[src/sv/brx_pkg.sv]
// Shared types and constants for the block frame receiver.
// No dependencies; imported by brx_core and block_frame_receiver.
package brx_pkg;

	localparam logic [7:0]  READY_MARK     = 8'h5A;
	localparam logic [7:0]  ACK_BYTE       = 8'hA5;
	localparam logic [15:0] MAX_LENGTH_RST = 16'd60000;

	localparam logic ACT_START = 1'b0;
	localparam logic ACT_BYTE  = 1'b1;

	typedef enum logic [2:0] {
		ST_BUSY     = 3'd0,
		ST_OK       = 3'd1,
		ST_BAD_ACK  = 3'd2,
		ST_TOO_LONG = 3'd3,
		ST_CHECKSUM = 3'd4
	} status_t;

	// One result beat, before packing onto the output stream.
	typedef struct packed {
		logic        send_valid;
		logic [7:0]  send_byte;
		logic        data_valid;
		logic [7:0]  data_byte;
		logic [15:0] data_index;
		logic [15:0] block_length;
		logic        done_res;
		status_t     status;
	} brx_result_t;

	localparam int unsigned OUT_DATA_W = 56;

endpackage

[src/sv/brx_core.sv]
// Frame protocol state machine: phase, running sum, length and byte count.
// Produces the result of one item combinationally; depends on brx_pkg.
module brx_core
	import brx_pkg::*;
(
	input  logic        clk,
	input  logic        arst_n,
	input  logic        step,
	input  logic        action,
	input  logic [7:0]  rx_byte,
	input  logic [15:0] max_length,
	output brx_result_t result
);

	typedef enum logic [2:0] {
		PH_IDLE    = 3'd0,
		PH_ACK     = 3'd1,
		PH_LEN_LO  = 3'd2,
		PH_LEN_HI  = 3'd3,
		PH_PAYLOAD = 3'd4,
		PH_CHECK   = 3'd5
	} phase_t;

	phase_t      phase_q, phase_d;
	logic [7:0]  sum_q, sum_d;
	logic [15:0] len_q, len_d;
	logic [15:0] count_q, count_d;
	logic [7:0]  sum_plus;
	logic [15:0] count_inc;
	logic [15:0] len_full;

	assign sum_plus  = sum_q + rx_byte;
	assign count_inc = count_q + 16'd1;
	assign len_full  = {rx_byte, len_q[7:0]};

	always_comb begin
		phase_d = phase_q;
		sum_d   = sum_q;
		len_d   = len_q;
		count_d = count_q;
		result  = '0;
		if (action == ACT_START) begin
			result.send_valid = 1'b1;
			result.send_byte  = READY_MARK;
			phase_d = PH_ACK;
			sum_d   = '0;
			len_d   = '0;
			count_d = '0;
		end else begin
			unique case (phase_q)
				PH_IDLE: begin
				end
				PH_ACK: begin
					if (rx_byte == ACK_BYTE) begin
						phase_d = PH_LEN_LO;
					end else begin
						result.done_res = 1'b1;
						result.status   = ST_BAD_ACK;
						phase_d = PH_IDLE;
					end
				end
				PH_LEN_LO: begin
					len_d   = {8'd0, rx_byte};
					sum_d   = sum_plus;
					phase_d = PH_LEN_HI;
				end
				PH_LEN_HI: begin
					len_d   = len_full;
					sum_d   = sum_plus;
					count_d = '0;
					if (len_full > max_length) begin
						result.done_res = 1'b1;
						result.status   = ST_TOO_LONG;
						phase_d = PH_IDLE;
					end else if (len_full == 16'd0) begin
						phase_d = PH_CHECK;
					end else begin
						phase_d = PH_PAYLOAD;
					end
				end
				PH_PAYLOAD: begin
					result.data_valid = 1'b1;
					result.data_byte  = rx_byte;
					result.data_index = count_q;
					sum_d   = sum_plus;
					count_d = count_inc;
					if (count_inc >= len_q) begin
						phase_d = PH_CHECK;
					end
				end
				PH_CHECK: begin
					result.done_res = 1'b1;
					phase_d = PH_IDLE;
					if (sum_plus == 8'd0) begin
						result.send_valid   = 1'b1;
						result.send_byte    = 8'd0 - sum_q;
						result.block_length = len_q;
						result.status       = ST_OK;
					end else begin
						result.status = ST_CHECKSUM;
					end
				end
				default: begin
					phase_d = PH_IDLE;
				end
			endcase
		end
	end

	always_ff @(posedge clk or negedge arst_n) begin
		if (!arst_n) begin
			phase_q <= PH_IDLE;
			sum_q   <= '0;
			len_q   <= '0;
			count_q <= '0;
		end else if (step) begin
			phase_q <= phase_d;
			sum_q   <= sum_d;
			len_q   <= len_d;
			count_q <= count_d;
		end
	end

	// Payload bytes are only taken while the count is below the length.
	assert property (@(posedge clk) disable iff (!arst_n)
		phase_q == PH_PAYLOAD |-> count_q < len_q)
		else $error("payload phase with count at or past length");

	// A start item always restarts the frame: the ack phase follows and the sum is cleared.
	assert property (@(posedge clk) disable iff (!arst_n)
		step && action == ACT_START |=> phase_q == PH_ACK && sum_q == 8'd0)
		else $error("start did not restart the frame");

	// A finished block always returns to idle.
	assert property (@(posedge clk) disable iff (!arst_n)
		step && result.done_res |=> phase_q == PH_IDLE)
		else $error("block ended without returning to idle");

endmodule

[src/sv/block_frame_receiver.sv]
// Top level of the block frame receiver: input stage, protocol core, output register.
// Depends on brx_pkg and brx_core.
//
// Usage: every input beat on the s_ stream is one link event. s_tuser is the
// action (0 starts a block receive, 1 delivers one received link byte) and
// s_tdata is that byte. Every accepted beat produces exactly one output beat
// on the m_ stream: the byte to transmit to the partner (ready mark or checksum
// reply), a payload byte with its index, and on the beat that ends a block the
// status (and the length, for a good block), with m_tlast high.
// An accepted beat passes through the input register and then the output register.
// Throughput is one beat per cycle while m_tready stays high; the phase machine,
// its 8-bit sum adder and its 16-bit count incrementer sit between the two
// registers, so nothing iterates.
// The configuration channel writes max_length; it is always ready and should
// only be written while no block beat is in flight.
// Reset clears the phase machine to idle, empties both registers and loads
// max_length with 60000. When the receiver stalls m_tready, the result holds
// in the output register, the input register fills, and s_tready then drops
// until the output beat is taken.
module block_frame_receiver
	import brx_pkg::*;
(
	input  logic                  clk,
	input  logic                  arst_n,
	input  logic                  s_tvalid,
	output logic                  s_tready,
	input  logic [7:0]            s_tdata,   // [7:0] rx_byte
	input  logic                  s_tuser,   // [0] action
	output logic                  m_tvalid,
	input  logic                  m_tready,
	// [0] send_valid, [8:1] send_byte, [9] data_valid, [17:10] data_byte,
	// [33:18] data_index, [49:34] block_length, [52:50] status, [55:53] zero
	output logic [OUT_DATA_W-1:0] m_tdata,
	output logic                  m_tlast,   // done_res
	input  logic                  cfg_valid,
	output logic                  cfg_ready,
	input  logic [15:0]           cfg_data
);

	logic        valid_s1;
	logic        action_s1;
	logic [7:0]  byte_s1;
	logic        advance;
	logic [15:0] max_length_q;
	brx_result_t result;
	brx_result_t out_s2;
	logic        valid_s2;

	// The input stage moves on when the output register is empty or being drained.
	assign advance  = valid_s1 && (!valid_s2 || m_tready);
	assign s_tready = !valid_s1 || advance;
	assign cfg_ready = 1'b1;

	always_ff @(posedge clk or negedge arst_n) begin
		if (!arst_n) begin
			max_length_q <= MAX_LENGTH_RST;
		end else if (cfg_valid) begin
			max_length_q <= cfg_data;
		end
	end

	always_ff @(posedge clk or negedge arst_n) begin
		if (!arst_n) begin
			valid_s1 <= 1'b0;
		end else if (s_tready) begin
			valid_s1 <= s_tvalid;
		end
	end

	always_ff @(posedge clk) begin
		if (s_tready && s_tvalid) begin
			action_s1 <= s_tuser;
			byte_s1   <= s_tdata;
		end
	end

	brx_core u_core (
		.clk        (clk),
		.arst_n     (arst_n),
		.step       (advance),
		.action     (action_s1),
		.rx_byte    (byte_s1),
		.max_length (max_length_q),
		.result     (result)
	);

	always_ff @(posedge clk or negedge arst_n) begin
		if (!arst_n) begin
			valid_s2 <= 1'b0;
		end else if (!valid_s2 || m_tready) begin
			valid_s2 <= valid_s1;
		end
	end

	always_ff @(posedge clk) begin
		if (advance) begin
			out_s2 <= result;
		end
	end

	assign m_tvalid = valid_s2;
	assign m_tlast  = out_s2.done_res;
	assign m_tdata  = {3'd0, out_s2.status, out_s2.block_length, out_s2.data_index,
		out_s2.data_byte, out_s2.data_valid, out_s2.send_byte, out_s2.send_valid};

	// A successful block always carries the reply byte.
	assert property (@(posedge clk) disable iff (!arst_n)
		m_tvalid && out_s2.status == ST_OK |-> out_s2.done_res && out_s2.send_valid)
		else $error("ok status without reply byte");

	// A payload beat never ends a block.
	assert property (@(posedge clk) disable iff (!arst_n)
		m_tvalid && out_s2.data_valid |-> !out_s2.done_res && out_s2.status == ST_BUSY)
		else $error("payload beat carries end of block");

	// An ending beat always has a nonzero status.
	assert property (@(posedge clk) disable iff (!arst_n)
		m_tvalid && out_s2.done_res |-> out_s2.status != ST_BUSY)
		else $error("end of block without status");

	// An input beat waiting in the first stage blocks intake only while the output stalls.
	assert property (@(posedge clk) disable iff (!arst_n)
		!s_tready |-> valid_s1 && valid_s2 && !m_tready)
		else $error("input stalled without output backpressure");

endmodule
[config.mk]
export PLATFORM = sky130hd
export DESIGN_NAME = block_frame_receiver
export DESIGN_NICKNAME = d
export VERILOG_FILES = /design/src/sv/brx_pkg.sv /design/src/sv/brx_core.sv /design/src/sv/block_frame_receiver.sv
export SDC_FILE = /design/constraint.sdc
export NUM_CORES = 1
export LEC_CHECK = 0
export ABC_AREA = 1
export BUFFER_PORTS_ARGS = -buffer_cell sky130_fd_sc_hd__buf_2
export CAP_MARGIN = 20
export CORE_ASPECT_RATIO = 0.8
export CORE_MARGIN = 2
export CORE_UTILIZATION = 30
export DETAILED_ROUTE_END_ITERATION = 8
export GPL_TIMING_DRIVEN = 1
export PLACE_DENSITY = 0.47
export SYNTH_ARGS = -nofsm -noshare
export SYNTH_HDL_FRONTEND = slang
export SYNTH_SLANG_ARGS = --single-unit
export TNS_END_PERCENT = 5
[constraint.sdc]
create_clock -name clk -period 7.9 [get_ports clk]
set_clock_uncertainty 0.15 [all_clocks]
set_input_delay 1.185 -clock clk [delete_from_list [all_inputs] [get_ports clk]]
set_output_delay 1.185 -clock clk [all_outputs]
set_load 0.02 [all_outputs]
==> metrics.yaml <==
status: "finished clean"
cp_max_fo: 20
grt_pass1_vias: 4619
grt.overflow.total: 0
yosysWarnings: 0
power_frac_seq_pct: 39.2
pwr-share-comb_pct: 25.5
swShare_pct: 32.9
final_nets: 863
coreArea_sq_um: 21500
drc_errors: 0
ys.flop_type: "edfxtp_1"
hold_path_class: "register to register"
syn_inst: 702
finalInstanceArea_sq_um: 7760
area_growth_syn_to_layout_pct: 18.7
endpoint_kind: "register"
cts_buffer_depth: 2
h-tree-depth: 4
rsz0062_at_grt: "false"
ff_latch_area_sq_um: 3430
pwr-share-clk_pct: 35.3
max_freq_mhz: 335
num_io_pins: 90
root_buffer: "clkbuf_16"
grt_max_degree: 62
final.setup.tns_ns: 0
ys_seq_elements: 124
numCtsBuffers: 17
dieArea_sq_um: 23000
hold_start: "max_length_q[5]"
rr_startpoint: "byte_s1[2]"
synth.most_common_cell: "nand2_1"
fp.dieH_um: 136
placed_area_sq_um: 7210
synth_seq_area_share_pct: 52.4
synthArstFlopShare_pct: 49.2
grt_usage_pct: 14.9
synth.distinct_cells: 43
cts_tree: "yes"
post_cts_resized: 0
cp-start-kind: "register"
powerDensity_nw_per_um2: 270
drv_slew: 0
dp_hpwl_mm: 11.7
multi_input_area_sq_um: 2580
cts_hold_buffers: 0
p_int_mw: 1.40
antenna_found_initial: 0
slew_headroom_pct: 35.5
worstSetupStartpoint: "byte_s1[2]"
tightest_slew_ns: 0.968
portBuffers: 85
gp_congestion: 0.808
viasPerCell: 4.45
path_class: "register to register"
vias: 4798
clkSinkCount: 124
initial_core_util_pct: 30.4
avgRoutedWirePerCell_um: 15.1
layout_worst_path_cycle_share_pct: 37.8
fin_util_pct: 36.1
min_path_cells: 2
cp_data_required_time_ns: 7.99
p_leak_nw: 3.59
fin_cells: 1079
fillCellCount: 2260
n_antenna_cell: 0
fp-row-count: 48
wl_mm: 16.3
yosys.area.top_type_share_pct: 28.9
drtAntennaViolNets: 0
drive_gt1_share_pct: 20.5
clock_latency_ns: 0.42
dr.pass1.iters: 4
post_cts_buffers: 0
period_needed_ns: 2.99
setup_violations: 0
synth_edf_count: 63
cp_data_arrival_time_ns: 3.08
yosysTopAreaCell: "edfxtp_1"
worstHoldEndpoint: "max_length_q[5]"
power.total_mw: 2.09
fp.dieW_um: 169
clk_pin_slew_worst_paths_ns: 0.06
p_sw_mw: 0.688
dp.cells: 1046
netlist_area_sq_um: 6540
avgSynthCellArea_sq_um: 9.31
reg2regPathDepth: 11
synth_common_cells: "136 x nand2_1, 103 x inv_1, 63 x edfxtp_1"
drt_iter0_drc: 336
r2r_end: "m_tdata[44]"
synth_area_leaders: "edfxtp_1 29%, dfrtp_1 21%, ha_1 7.8%, nand2_1 7.8%, inv_1 5.9%"
cap_viol_max_count: 0
ir_drop_mv: 0.151
grt_pass1_wl_mm: 25.9
hold_viol: 0
timing.reg2reg.setup_slack_ns: 4.91
==> power by group through the flow <==
stage	Clock (mW)	Sequential, mW	Combinational (mW)
6_report	0.739	0.821	0.534
5_1_grt	0.785	0.829	0.610
2_1_floorplan	0	0.855	0.362
4_1_cts	0.755	0.821	0.538
3_5_place_dp	0	0.831	0.532
3_3_place_gp	0	0.834	0.538
==> cell usage in the layout, fill, tap and decap left out, drive strengths merged, types with 20 or more instances in the layout <==
master,count
edfxtp,63
ha,41
nand3,46
inv,105
clkbuf,22
nor2,77
a21oi,20
dfrtp,54
o21ai,52
nand2,140
buf,88
==> cells by family after synthesis <==
family	count (synthesis)	synth area share, %
compound gates	90	7.71
xor+xnor	16	2.14
fa+ha+maj	42	8.15
buf+inv	129	8.15
flops	124	52.4
mux	1	0.172
other cells	2	0.115
simple gates	298	21.1
==> routing by layer <==
layer / vias to the layer above / track usage (%) / share of wire [%]
met5: - / 0 / 0
met4: 0 / 3.85 / 1.0
met3: 12 / 4.10 / 4.7
met2: 103 / 20.1 / 38
met1: 2188 / 23.1 / 56
li1: 2495 / - / -
==> worst max path at each step <==
stage	cells past startpoint	endpoint
floorplan	8	u_core.count_q[10]
global placement	9	u_core.count_q[0]
detailed placement	9	u_core.count_q[0]
CTS	11	m_tdata[44]
global route	11	m_tdata[45]
finish	11	m_tdata[44]
==> final cells by class <==
type / instances / area share (%)
inverters: 109 / 5.29
well taps: 275 / 4.43
clock inverters: 10 / 1.32
clock buffers: 22 / 5.72
multi-input cells: 451 / 33.3
flip-flops and latches: 124 / 44.2
repair buffers: 88 / 5.77
==> worst max-delay path: stages, from the launching register on <==
cell and delay (ns):
edfxtp_1 0.52, ha_1 0.50, nand3_1 0.14, nand2_1 0.13, nand2_1 0.08, nand2_1 0.07
nand2_1 0.04, nand2_1 0.14, nand2_1 0.11, nor2_4 0.12, nand3_2 0.52, nor2_2 0.28
==> per-stage QoR <==
stage | setup slack [ns] | hold slack [ns]
floorplan | 4.51 | 0.313
global placement | 4.63 | 0.333
detailed placement | 4.62 | 0.342
CTS | 4.90 | 0.351
global route | 4.59 | 0.387
finish | 4.91 | 0.345
==> sequential cells by signal, summed over array words and instances, names as in the netlist <==
name,count
u_core.phase_q,3
u_core.len_q,16
u_core.count_q,16
m_tlast,1
byte_s1,8
max_length_q,16
action_s1,1
valid_s1,1
m_tvalid,1
m_tdata,53
u_core.sum_q,8
No activity file was read; power rests on OpenSTA's default activity.
